--- config.mk ---
export PLATFORM = sky130hd
export DESIGN_NAME = image_run_length_encoder_unit_flat
export DESIGN_NICKNAME = d
export VERILOG_FILES = /design/src/rtl/irle_pkg.sv /design/src/rtl/irle_if.sv /design/src/rtl/irle_cfg_regs.sv /design/src/rtl/irle_core.sv /design/src/rtl/irle_queue.sv /design/src/rtl/image_run_length_encoder_unit.sv /design/src/flat_wrapper.sv
export SDC_FILE = /design/constraint.sdc
export NUM_CORES = 1
export LEC_CHECK = 0
export BUFFER_PORTS_ARGS = -buffer_cell sky130_fd_sc_hd__buf_4
export CORE_MARGIN = 5
export CORE_UTILIZATION = 67
export DETAILED_ROUTE_END_ITERATION = 10
export HOLD_SLACK_MARGIN = 0.02
export PLACE_DENSITY_LB_ADDON = 0.08
export REMOVE_ABC_BUFFERS = 1
export SYNTH_ARGS = -nofsm -noshare
export SYNTH_HDL_FRONTEND = slang
export SYNTH_HIERARCHICAL = 1
export SYNTH_SLANG_ARGS = --single-unit
export TNS_END_PERCENT = 10
--- constraint.sdc ---
create_clock -name clk -period 15 [get_ports clk]
set_input_delay 1.5 -clock clk [delete_from_list [all_inputs] [get_ports clk]]
set_output_delay 1.5 -clock clk [all_outputs]
set_load 0.02 [all_outputs]
--- src/rtl/irle_pkg.sv ---
// Shared types and constants for the image run-length encoder.
// No dependencies; every other file of the block imports this package.
`default_nettype none

package irle_pkg;

	localparam int PIXEL_W   = 16;
	localparam int POS_W     = 12;
	localparam int LEN_W     = 24;
	localparam int DIM_W     = 13;
	localparam int CFG_IDX_W = 2;

	// output queue: two slots of headroom per accepted pixel
	localparam int QUEUE_DEPTH = 4;
	localparam int QCNT_W      = $clog2(QUEUE_DEPTH + 1);
	localparam int QIDX_W      = $clog2(QUEUE_DEPTH);

	typedef enum logic [CFG_IDX_W-1:0] {
		CFG_ROW_COUNT      = 2'd0,
		CFG_COLUMN_COUNT   = 2'd1,
		CFG_SKIP_ZERO_MODE = 2'd2
	} cfg_reg_t;

	typedef struct packed {
		logic [DIM_W-1:0] row_count;
		logic [DIM_W-1:0] column_count;
		logic             skip_zero_mode;
	} cfg_t;

	typedef struct packed {
		logic [POS_W-1:0]   start_row;
		logic [POS_W-1:0]   start_column;
		logic [PIXEL_W-1:0] run_value;
		logic [LEN_W-1:0]   run_length;
		logic               last_run;
	} run_t;

	// up to two runs closed by one pixel, oldest in slot r0
	typedef struct packed {
		logic [1:0] n;
		run_t       r0;
		run_t       r1;
	} push_t;

endpackage

`default_nettype wire

--- src/rtl/irle_if.sv ---
// Valid/ready channel interfaces: pixels in, runs out, register writes.
// Depends on irle_pkg.
`default_nettype none

interface pixel_if import irle_pkg::*; ();
	logic               valid;
	logic               ready;
	logic [PIXEL_W-1:0] pixel;
	modport source (output valid, output pixel, input ready);
	modport sink   (input valid, input pixel, output ready);
endinterface

interface run_if import irle_pkg::*; ();
	logic               valid;
	logic               ready;
	logic [POS_W-1:0]   start_row;
	logic [POS_W-1:0]   start_column;
	logic [PIXEL_W-1:0] run_value;
	logic [LEN_W-1:0]   run_length;
	logic               last_run;
	modport source (output valid, output start_row, output start_column, output run_value,
		output run_length, output last_run, input ready);
	modport sink   (input valid, input start_row, input start_column, input run_value,
		input run_length, input last_run, output ready);
endinterface

interface cfg_if import irle_pkg::*; ();
	logic                 valid;
	logic                 ready;
	logic [CFG_IDX_W-1:0] index;
	logic [DIM_W-1:0]     data;
	modport source (output valid, output index, output data, input ready);
	modport sink   (input valid, input index, input data, output ready);
endinterface

`default_nettype wire

--- src/rtl/irle_cfg_regs.sv ---
// Configuration register file: row count, column count, zero-skip mode.
// Depends on irle_pkg.
`default_nettype none

module irle_cfg_regs import irle_pkg::*; (
	input  wire logic                 clk,
	input  wire logic                 arst_n,
	input  wire logic                 wr_valid,
	input  wire logic [CFG_IDX_W-1:0] wr_index,
	input  wire logic [DIM_W-1:0]     wr_data,
	output logic                      wr_ready,
	output cfg_t                      cfg
);

	cfg_t cfg_q;

	assign wr_ready = 1'b1;
	assign cfg      = cfg_q;

	always_ff @(posedge clk or negedge arst_n) begin
		if (!arst_n) begin
			cfg_q.row_count      <= DIM_W'(1);
			cfg_q.column_count   <= DIM_W'(1);
			cfg_q.skip_zero_mode <= 1'b0;
		end else if (wr_valid) begin
			unique case (cfg_reg_t'(wr_index))
				CFG_ROW_COUNT:      cfg_q.row_count      <= wr_data;
				CFG_COLUMN_COUNT:   cfg_q.column_count   <= wr_data;
				CFG_SKIP_ZERO_MODE: cfg_q.skip_zero_mode <= wr_data[0];
				default:            ;
			endcase
		end
	end

endmodule

`default_nettype wire

--- src/rtl/irle_core.sv ---
// Run tracker: raster position, open run and the runs each pixel closes.
// Depends on irle_pkg.
`default_nettype none

module irle_core import irle_pkg::*; #(
	parameter int MAX_DIMENSION = 4096,
	parameter int PIXEL_BITS    = 16,
	parameter int LENGTH_BITS   = 24
) (
	input  wire logic               clk,
	input  wire logic               arst_n,
	input  wire logic               accept,
	input  wire logic [PIXEL_W-1:0] pixel,
	input  wire cfg_t               cfg,
	output push_t                   push
);

	localparam int PW   = $clog2(MAX_DIMENSION);
	localparam int CMPW = (PW + 1 > DIM_W) ? PW + 1 : DIM_W;
	localparam logic [PIXEL_W-1:0] PIX_MASK = (PIXEL_BITS >= PIXEL_W) ? {PIXEL_W{1'b1}} :
		PIXEL_W'((33'd1 << PIXEL_BITS) - 33'd1);

	logic [PW-1:0]          cur_row_q, cur_col_q, cur_row_n, cur_col_n;
	logic [PIXEL_W-1:0]     open_value_q, open_value_n;
	logic [PW-1:0]          open_row_q, open_col_q, open_row_n, open_col_n;
	logic [LENGTH_BITS-1:0] open_len_q, open_len_n;
	logic                   run_open_q, run_ended_q, run_open_n, run_ended_n;

	logic [PIXEL_W-1:0] px;
	logic [CMPW-1:0]    rows, cols;
	logic               skip, end_row, end_img, emit_a, emit_b;
	run_t               res_a, res_b;

	function automatic logic [CMPW-1:0] clamp_dim(input logic [DIM_W-1:0] v);
		logic [CMPW-1:0] w;
		w = CMPW'(v);
		if (v == '0)
			return CMPW'(1);
		else if (w > CMPW'(MAX_DIMENSION))
			return CMPW'(MAX_DIMENSION);
		else
			return w;
	endfunction

	function automatic run_t make_run(input logic [PW-1:0] r, input logic [PW-1:0] c,
		input logic [PIXEL_W-1:0] v, input logic [LENGTH_BITS-1:0] l, input logic last);
		run_t o;
		o.start_row    = POS_W'(r);
		o.start_column = POS_W'(c);
		o.run_value    = v;
		o.run_length   = LEN_W'(l);
		o.last_run     = last;
		return o;
	endfunction

	always_comb begin
		px   = pixel & PIX_MASK;
		skip = cfg.skip_zero_mode;
		rows = clamp_dim(cfg.row_count);
		cols = clamp_dim(cfg.column_count);

		open_value_n = open_value_q;
		open_row_n   = open_row_q;
		open_col_n   = open_col_q;
		open_len_n   = open_len_q;
		run_open_n   = run_open_q;
		run_ended_n  = run_ended_q;
		emit_a       = 1'b0;

		priority if (skip && px == '0) begin
			// a zero ends the held run; it is reported later
			if (run_open_q)
				run_ended_n = 1'b1;
		end else if (run_open_q && !run_ended_q && px == open_value_q) begin
			if (open_len_q != '1)
				open_len_n = open_len_q + 1'b1;
		end else begin
			emit_a       = run_open_q;
			open_value_n = px;
			open_row_n   = cur_row_q;
			open_col_n   = cur_col_q;
			open_len_n   = LENGTH_BITS'(1);
			run_open_n   = 1'b1;
			run_ended_n  = 1'b0;
		end

		end_row = (CMPW'(cur_col_q) + CMPW'(1)) >= cols;
		end_img = end_row && ((CMPW'(cur_row_q) + CMPW'(1)) >= rows);
		emit_b  = end_row && (!skip || end_img) && run_open_n;

		res_a = make_run(open_row_q, open_col_q, open_value_q, open_len_q, 1'b0);
		res_b = make_run(open_row_n, open_col_n, open_value_n, open_len_n, end_img);

		if (emit_b) begin
			run_open_n  = 1'b0;
			run_ended_n = 1'b0;
		end

		priority if (end_img) begin
			cur_row_n = '0;
			cur_col_n = '0;
		end else if (end_row) begin
			cur_row_n = cur_row_q + 1'b1;
			cur_col_n = '0;
		end else begin
			cur_row_n = cur_row_q;
			cur_col_n = cur_col_q + 1'b1;
		end

		push.n  = accept ? ({1'b0, emit_a} + {1'b0, emit_b}) : 2'd0;
		push.r0 = emit_a ? res_a : res_b;
		push.r1 = res_b;
	end

	always_ff @(posedge clk or negedge arst_n) begin
		if (!arst_n) begin
			cur_row_q    <= '0;
			cur_col_q    <= '0;
			open_value_q <= '0;
			open_row_q   <= '0;
			open_col_q   <= '0;
			open_len_q   <= '0;
			run_open_q   <= 1'b0;
			run_ended_q  <= 1'b0;
		end else if (accept) begin
			cur_row_q    <= cur_row_n;
			cur_col_q    <= cur_col_n;
			open_value_q <= open_value_n;
			open_row_q   <= open_row_n;
			open_col_q   <= open_col_n;
			open_len_q   <= open_len_n;
			run_open_q   <= run_open_n;
			run_ended_q  <= run_ended_n;
		end
	end

endmodule

`default_nettype wire

--- src/rtl/irle_queue.sv ---
// Shifting output queue; slot 0 drives the run channel directly.
// Depends on irle_pkg.
`default_nettype none

module irle_queue import irle_pkg::*; (
	input  wire logic  clk,
	input  wire logic  arst_n,
	input  wire push_t push,
	output logic       space,
	output run_t       head,
	output logic       valid,
	input  wire logic  pop_ready
);

	run_t              ent_q [QUEUE_DEPTH];
	logic [QCNT_W-1:0] count_q;
	logic              pop;
	logic [QIDX_W-1:0] base;

	assign valid = count_q != '0;
	assign head  = ent_q[0];
	assign pop   = valid && pop_ready;
	// a pixel may close two runs, so two free slots are needed to take it
	assign space = count_q <= QCNT_W'(QUEUE_DEPTH - 2);
	assign base  = QIDX_W'(count_q - QCNT_W'(pop));

	always_ff @(posedge clk or negedge arst_n) begin
		if (!arst_n)
			count_q <= '0;
		else
			count_q <= count_q - QCNT_W'(pop) + QCNT_W'(push.n);
	end

	// each slot takes a new run, or its neighbor's run on a pop, or holds
	always_ff @(posedge clk) begin
		for (int i = 0; i < QUEUE_DEPTH; i++) begin
			if (push.n != 2'd0 && QIDX_W'(i) == base)
				ent_q[i] <= push.r0;
			else if (push.n == 2'd2 && QIDX_W'(i) == base + QIDX_W'(1))
				ent_q[i] <= push.r1;
			else if (pop && i < QUEUE_DEPTH - 1)
				ent_q[i] <= ent_q[QIDX_W'(i + 1)];
		end
	end

endmodule

`default_nettype wire

--- src/rtl/image_run_length_encoder_unit.sv ---
// Image run-length encoder top level: config regs, run tracker, output queue.
// Depends on irle_pkg, irle_if, irle_cfg_regs, irle_core, irle_queue.
//
// Usage:
//  - pixels: one pixel per transfer in raster order. The position counter
//    wraps to row 0, column 0 after the last pixel of an image.
//  - runs: start row, start column, value, length (saturating) and a flag
//    on the run that closes the image. Mode 0 closes every run at its row
//    end; mode 1 skips zero pixels and lets runs continue across rows.
//  - cfg: register writes (0 row count, 1 column count, 2 zero-skip mode),
//    always ready; write only while no pixel is in flight.
// Timing:
//  - A run is written into the registered output queue by the pixel transfer
//    that closes it and reaches the runs channel once the runs ahead are taken.
//  - One pixel per cycle while runs are taken. The run channel moves one
//    run per cycle, so a pixel closing two runs (value change at a row or
//    image end) puts two runs in the queue at once; the 4-entry output queue
//    absorbs this and pixels keep flowing as long as two slots are free.
//  - Receiver stall: the queue fills and pixels.ready drops once fewer than
//    two slots are free; nothing is lost and the head run stays stable.
//  - Reset (arst_n low): position, open run and queue cleared, registers
//    back to 1 row, 1 column, mode 0. No clearing pass is needed.
`default_nettype none

module image_run_length_encoder_unit import irle_pkg::*; #(
	parameter int MAX_DIMENSION = 4096,
	parameter int PIXEL_BITS    = 16,
	parameter int LENGTH_BITS   = 24
) (
	input wire logic clk,
	input wire logic arst_n,
	pixel_if.sink    pixels,
	run_if.source    runs,
	cfg_if.sink      cfg
);

	cfg_t  cfg_cur;
	push_t push;
	run_t  head;
	logic  space;
	logic  accept;

	// a pixel transfer completes whenever two queue slots are free
	assign pixels.ready = space;
	assign accept       = pixels.valid && space;

	irle_cfg_regs u_cfg (
		.clk      (clk),
		.arst_n   (arst_n),
		.wr_valid (cfg.valid),
		.wr_index (cfg.index),
		.wr_data  (cfg.data),
		.wr_ready (cfg.ready),
		.cfg      (cfg_cur)
	);

	irle_core #(
		.MAX_DIMENSION (MAX_DIMENSION),
		.PIXEL_BITS    (PIXEL_BITS),
		.LENGTH_BITS   (LENGTH_BITS)
	) u_core (
		.clk    (clk),
		.arst_n (arst_n),
		.accept (accept),
		.pixel  (pixels.pixel),
		.cfg    (cfg_cur),
		.push   (push)
	);

	irle_queue u_queue (
		.clk       (clk),
		.arst_n    (arst_n),
		.push      (push),
		.space     (space),
		.head      (head),
		.valid     (runs.valid),
		.pop_ready (runs.ready)
	);

	// queue head is registered; drive the run channel straight from it
	assign runs.start_row    = head.start_row;
	assign runs.start_column = head.start_column;
	assign runs.run_value    = head.run_value;
	assign runs.run_length   = head.run_length;
	assign runs.last_run     = head.last_run;

endmodule

`default_nettype wire

--- src/flat_wrapper.sv ---
// flat-port wrapper written by rule: the top's interface ports become plain ports
module image_run_length_encoder_unit_flat import irle_pkg::*;
#(
	parameter int MAX_DIMENSION = 4096,
	parameter int PIXEL_BITS    = 16,
	parameter int LENGTH_BITS   = 24
)
  (clk, arst_n, pixels_valid, pixels_pixel, pixels_ready, runs_valid, runs_start_row, runs_start_column, runs_run_value, runs_run_length, runs_last_run, runs_ready, cfg_valid, cfg_index, cfg_data, cfg_ready);
  pixel_if pixels_i ();
  run_if runs_i ();
  cfg_if cfg_i ();
  input wire logic clk;
  input wire logic arst_n;
  input wire logic [$bits(pixels_i.valid)-1:0] pixels_valid;
  input wire logic [$bits(pixels_i.pixel)-1:0] pixels_pixel;
  output wire logic [$bits(pixels_i.ready)-1:0] pixels_ready;
  output wire logic [$bits(runs_i.valid)-1:0] runs_valid;
  output wire logic [$bits(runs_i.start_row)-1:0] runs_start_row;
  output wire logic [$bits(runs_i.start_column)-1:0] runs_start_column;
  output wire logic [$bits(runs_i.run_value)-1:0] runs_run_value;
  output wire logic [$bits(runs_i.run_length)-1:0] runs_run_length;
  output wire logic [$bits(runs_i.last_run)-1:0] runs_last_run;
  input wire logic [$bits(runs_i.ready)-1:0] runs_ready;
  input wire logic [$bits(cfg_i.valid)-1:0] cfg_valid;
  input wire logic [$bits(cfg_i.index)-1:0] cfg_index;
  input wire logic [$bits(cfg_i.data)-1:0] cfg_data;
  output wire logic [$bits(cfg_i.ready)-1:0] cfg_ready;
  assign pixels_i.valid = pixels_valid;
  assign pixels_i.pixel = pixels_pixel;
  assign pixels_ready = pixels_i.ready;
  assign runs_valid = runs_i.valid;
  assign runs_start_row = runs_i.start_row;
  assign runs_start_column = runs_i.start_column;
  assign runs_run_value = runs_i.run_value;
  assign runs_run_length = runs_i.run_length;
  assign runs_last_run = runs_i.last_run;
  assign runs_i.ready = runs_ready;
  assign cfg_i.valid = cfg_valid;
  assign cfg_i.index = cfg_index;
  assign cfg_i.data = cfg_data;
  assign cfg_ready = cfg_i.ready;
  image_run_length_encoder_unit #(.MAX_DIMENSION(MAX_DIMENSION), .PIXEL_BITS(PIXEL_BITS), .LENGTH_BITS(LENGTH_BITS)) u_core (.clk(clk), .arst_n(arst_n), .pixels(pixels_i), .runs(runs_i), .cfg(cfg_i));
endmodule
Yosys cells after proc, flatten, opt, wreduce, memory -nomap -nowiden
Memory sizes are Yosys's and may differ from the RTL's. Cells that the tools add are included.

Add/subtract/negate cells: 9. Order comparisons: 5. Equal/unequal tests: 13. Muxes and demuxes: 68. Bitwise operators: 7. Reduce and logical (&&, ||, !) cells: 34.

Operators by type and width (count): $mux 65 (9); $mux 12 (8); $mux 24 (3); $reduce_or 65->1 (1); $mux 13 (4); $mux 1 (40); $mux 16 (2); $add 12x1->13 const B (2); $ge 13x13->1 (2); $gt 13x13->1 const B (2); $logic_not 13->1 (2); $add 12x1->12 const B (2); $add 24x1->24 const B (1); $ne 24x24->1 const B (1); $eq 16x16->1 (1); $logic_and 1x1->1 (16); $logic_not 16->1 (1); $eq 2x2->1 const A (4); $reduce_and 2->1 (4); $or 1x1->1 (7); $logic_not 2->1 (3); $ne 3x3->1 const B (2); $eq 1x2->1 const A (2); $eq 2x2->1 const B (2); 12 further kinds (15).

Register bits: 120. Memory bits (writable): 260. Input bits: 36. Logic and storage cells: 149. Memories kept: 1.

Memories: u_core.u_queue.ent_q (depth 4, bits a word 65, read ports 4, clocked after memory_dff 0, write ports 3, line irle_queue.sv:15) `run_t ent_q [QUEUE_DEPTH];`.

Longest topological paths before layout
Depth after elaboration: 18. Gate-level depth with buffers: 21. Mapped depth without buffers: 19.

Modules after synthesis
The synthesis kept the hierarchy.

By module, submodules not included: irle_queue (times used 1, cells an instance 885, area each 13008.7 sq um, sequential area each 7882.6 sq um); irle_core (times used 1, cells an instance 896, area each 7454.6 sq um, sequential area each 2252.2 sq um); irle_cfg_regs (times used 1, cells an instance 61, area each 1058.5 sq um, sequential area each 678.2 sq um); image_run_length_encoder_unit (times used 1, cells an instance 1, area each 6.3 sq um, sequential area each 0.0 sq um).

Worst setup path before layout
Ideal clock, no wire load.

Path kind: input port to flip-flop. Start: in pixels_pixel[6]. End: mem u_core/u_queue/ent_q[3][0] (netlist name) (enable). Library setup time: 489 ps. Data arrival time: 6386 ps. Data required time: 14511 ps. Slack: 8124 ps. Cell stages on the path: 12. Path buffers: 2. Cells stage by stage: nor4b_1 nand4_1 or2_1 buf_4 o211ai_1 buf_2 inv_1 ha_1 and2_1 and2b_1 nor2_1 nor2_1.

RTL lines: start: declaration (line flat_wrapper.sv:15) `input wire logic [$bits(pixels_i.pixel)-1:0] pixels_pixel;`; end: declaration (line irle_queue.sv:15).

==> qor.csv <==
metric,value,unit
Worst R2R Start,u_core/u_core/cur_col_q[0],
DRC viols,0,
multi-input logic area,9950,µm²
"EDFF count, synth",260,
number of synthesized register bits,380,
antenna violations before repair,0,
Die X,189,µm
vias in the first global route,15136,
unrepaired setup endpoints after global routing,false,
worst path required time,15140,ps
clock skew,25.3,ps
"Min Clock Period, post-route",7050,ps
static leakage,9.40,nW
via count,14887,
ANT nets after route,0,
Mapped Cells,1843,
Core Footprint,31600,µm²
Main synth FF type,edfxtp_1,
filler instances,2117,
Synth Warn #,6,
reg2reg setup slack,7950,ps
count of cell types in the netlist,78,
first-pass GRT wire length,80900,µm
CP max FO,62,
Max VDD drop,0.137,mV
H-tree depth,2,
Slew HR,0.190,
max cap viols,0,
Max Slew Vio Count,0,
Crit-path slowest cell,and4bb_2,
grt total ovfl,0,
area grow syn2layout,9.55,%
drt first pass iters,5,
CTS Buffer Depth,3,
hold_buf cts,0,
worst hold path depth,1,
pin count of the biggest net entering global routing,87,
outcome,"complete, no violations",
Antenna Diode Count,0,
R2R cell count,19,
"Reg clk slew, reported paths",60,ps
cell area after synthesis,21500,µm²
fmax,0.142,GHz
crit end category,flop,
latest clock arrival within the worst-skew pair,540,ps
FF+latch area,10800,µm²
reg2reg end,u_core/u_queue/ent_q[2][5],
TritonCTS clock tree,built,
Hold Path Sink,u_core/u_core/open_col_q[6],
Hold WC Path Type,flop to flop,
setup violators final,0,
Fin Setup TNS,0,ps
die footprint,35800,µm²
I/O pin count,104,
Worst Hold Slack,526,ps
"Seq/Total Area, Yosys",0.502,
worst path cell trace,ha_1 -> and3_1 -> and3_1 -> nand3_1 -> xnor2_1 -> ha_1 -> and2_0 -> a221o_1 -> a21oi_1 -> o21a_1 -> a31oi_1 -> o21a_1 -> ha_1 -> and2_1 -> and4bb_2 -> buf_4 -> a21oi_1 -> nand2_2 -> buf_4,
Fin. Hold Viols,0,
Root Buffer,clkbuf_16,
startpoint types,flop,
max incr delay on CP,880,ps
Initial Util,0.680,
Total Wirelength,50100,µm
final net count,1938,
number of DRC markers in iteration 0,1093,
Crit Path Category,flop to flop,
vias per cell,6.47,
layout cells sized above 1,0.266,
cts bufs inserted,41,
post-route clock period utilization,0.470,
Post-CTS Resized,0,
Total GRT Usage,0.277,
Die Ht,189,µm
dpl hpwl,30400,µm
WL per Instance,21.8,µm
Synth Area per Inst,11.7,µm²
post-CTS setup buffers,0,
PD cells,179,nW/µm²
Least-Margin Pin Slew,1210,ps
crit path DAT,7180,ps
clk sink count,380,
row cnt,65,
routability cong.,0.896,
Port Buffer Count,102,
HP Start,u_core/u_core/open_col_q[6],
async set or reset register ratio after synthesis,0.316,
"most used cell, CP",ha_1,
## flip-flops by register name (all words and copies together) (netlist names)
| name | count |
|---|---|
| u_core/u_core/cur_col_q | 12 |
| u_core/u_core/open_col_q | 12 |
| u_core/u_core/open_value_q | 16 |
| u_core/u_core/cur_row_q | 12 |
| u_core/u_core/run_open_q | 1 |
| u_core/u_queue/ent_q | 260 |
| u_core/u_cfg/cfg | 27 |
| u_core/u_core/run_ended_q | 1 |
| u_core/u_core/open_len_q | 24 |
| u_core/u_core/open_row_q | 12 |
| u_core/u_queue/count_q | 3 |
## critical path, delay by kind of cell (launching register included)
| family | cells | cell delay (ps) |
|---|---|---|
| buf+inv | 2 | 1440 |
| simple gates | 7 | 1980 |
| flops | 1 | 480 |
| xor+xnor | 1 | 160 |
| fa+ha+maj | 3 | 840 |
| compound gates | 6 | 1680 |
## power breakdown
part	switching, mW	internal, mW	total, mW
clock	0.405	0.569	0.974
sequential	0.156	1.61	1.77
combinational	0.853	0.619	1.47
total	1.41	2.80	4.21
## synthesized netlist by cell type (34+ instances only)
cell	number	area, µm²
mux2_4	34	510
mux2_2	258	2910
xnor2_1	37	324
buf_2	52	260
edfxtp_1	260	7810
dfrtp_1	118	2950
a21oi_1	103	515
a21o_1	72	541
nand2_1	174	653
nand3_1	35	175
nor2_1	119	447
clkbuf_1	53	199
a31oi_1	55	344
a22o_1	71	622
o21ai_0	48	240
mux2i_1	68	681
## cell usage in the layout (no fill, tap or decap), types with 48 or more instances in the layout
master,netlist,final
a22o_1,71,71
o21ai_0,48,48
nand2_1,174,170
edfxtp_1,260,260
mux2_2,258,258
a31oi_1,55,54
a21oi_1,103,103
dfrtp_1,118,118
mux2i_1,68,68
nor2_1,119,116
a21o_1,72,72
buf_4,18,125
## per-layer routing
layer | track usage | routed length, µm | vias up
met2 | 0.476 | 24700 | 521
met3 | 0.0361 | 3310 | 71
met4 | 0.0735 | 1020 | 0
li1 | - | - | 6913
met5 | 0 | 0 | -
met1 | 0.375 | 21000 | 7382
## area by class of cell
cell class / instances / share of cell area
flip-flops and latches: 380 / 0.458
multi-input cells: 1294 / 0.422
clock buffers: 57 / 0.0487
repair buffers: 125 / 0.0398
well taps: 402 / 0.0213
clock inverters: 18 / 0.00578
inverters: 26 / 0.00414
## worst max-delay path by stage
stage | startpoint | end | slack, ps
2_1_floorplan | pixels_pixel[8] | u_core/u_queue/ent_q[0][0] | 5140
3_3_place_gp | pixels_pixel[6] | u_core/u_queue/ent_q[2][33] | 8200
3_5_place_dp | pixels_pixel[6] | u_core/u_queue/ent_q[2][26] | 8060
4_1_cts | u_core/u_core/cur_col_q[0] | u_core/u_queue/ent_q[2][5] | 8050
5_1_grt | u_core/u_core/cur_col_q[0] | u_core/u_queue/ent_q[2][20] | 7540
6_report | u_core/u_core/cur_col_q[0] | u_core/u_queue/ent_q[2][5] | 7950
## stage by stage
stage                     cells   util  setup slack (ps)  cell area [µm²]  power (mW)
after floorplan            1700      -              5140            20800        2.77
after global placement     2227  0.705              8200            22300        3.18
after detailed placement   2227  0.705              8060            22300        3.24
after CTS                  2302  0.745              8050            23600        4.23
after global routing       2302  0.745              7540            23600        4.43
final                      2302  0.745              7950            23600        4.21
## cell families (layout without fill, tap and decap cells)
| kind of cell | after synthesis | in the layout | synth area share |
|---|---|---|---|
| AOI/OAI and AO/OA | 393 | 393 | 0.123 |
| xor gates and xnor gates | 58 | 58 | 0.0236 |
| adders and majority gates | 34 | 34 | 0.0201 |
| buffers and inverters | 169 | 226 | 0.0396 |
| DFF | 380 | 380 | 0.502 |
| muxes | 370 | 370 | 0.196 |
| other | 1 | 1 | 0.000174 |
| and+or+nand+nor | 438 | 438 | 0.0957 |
Power figures use the tool's default switching activity.
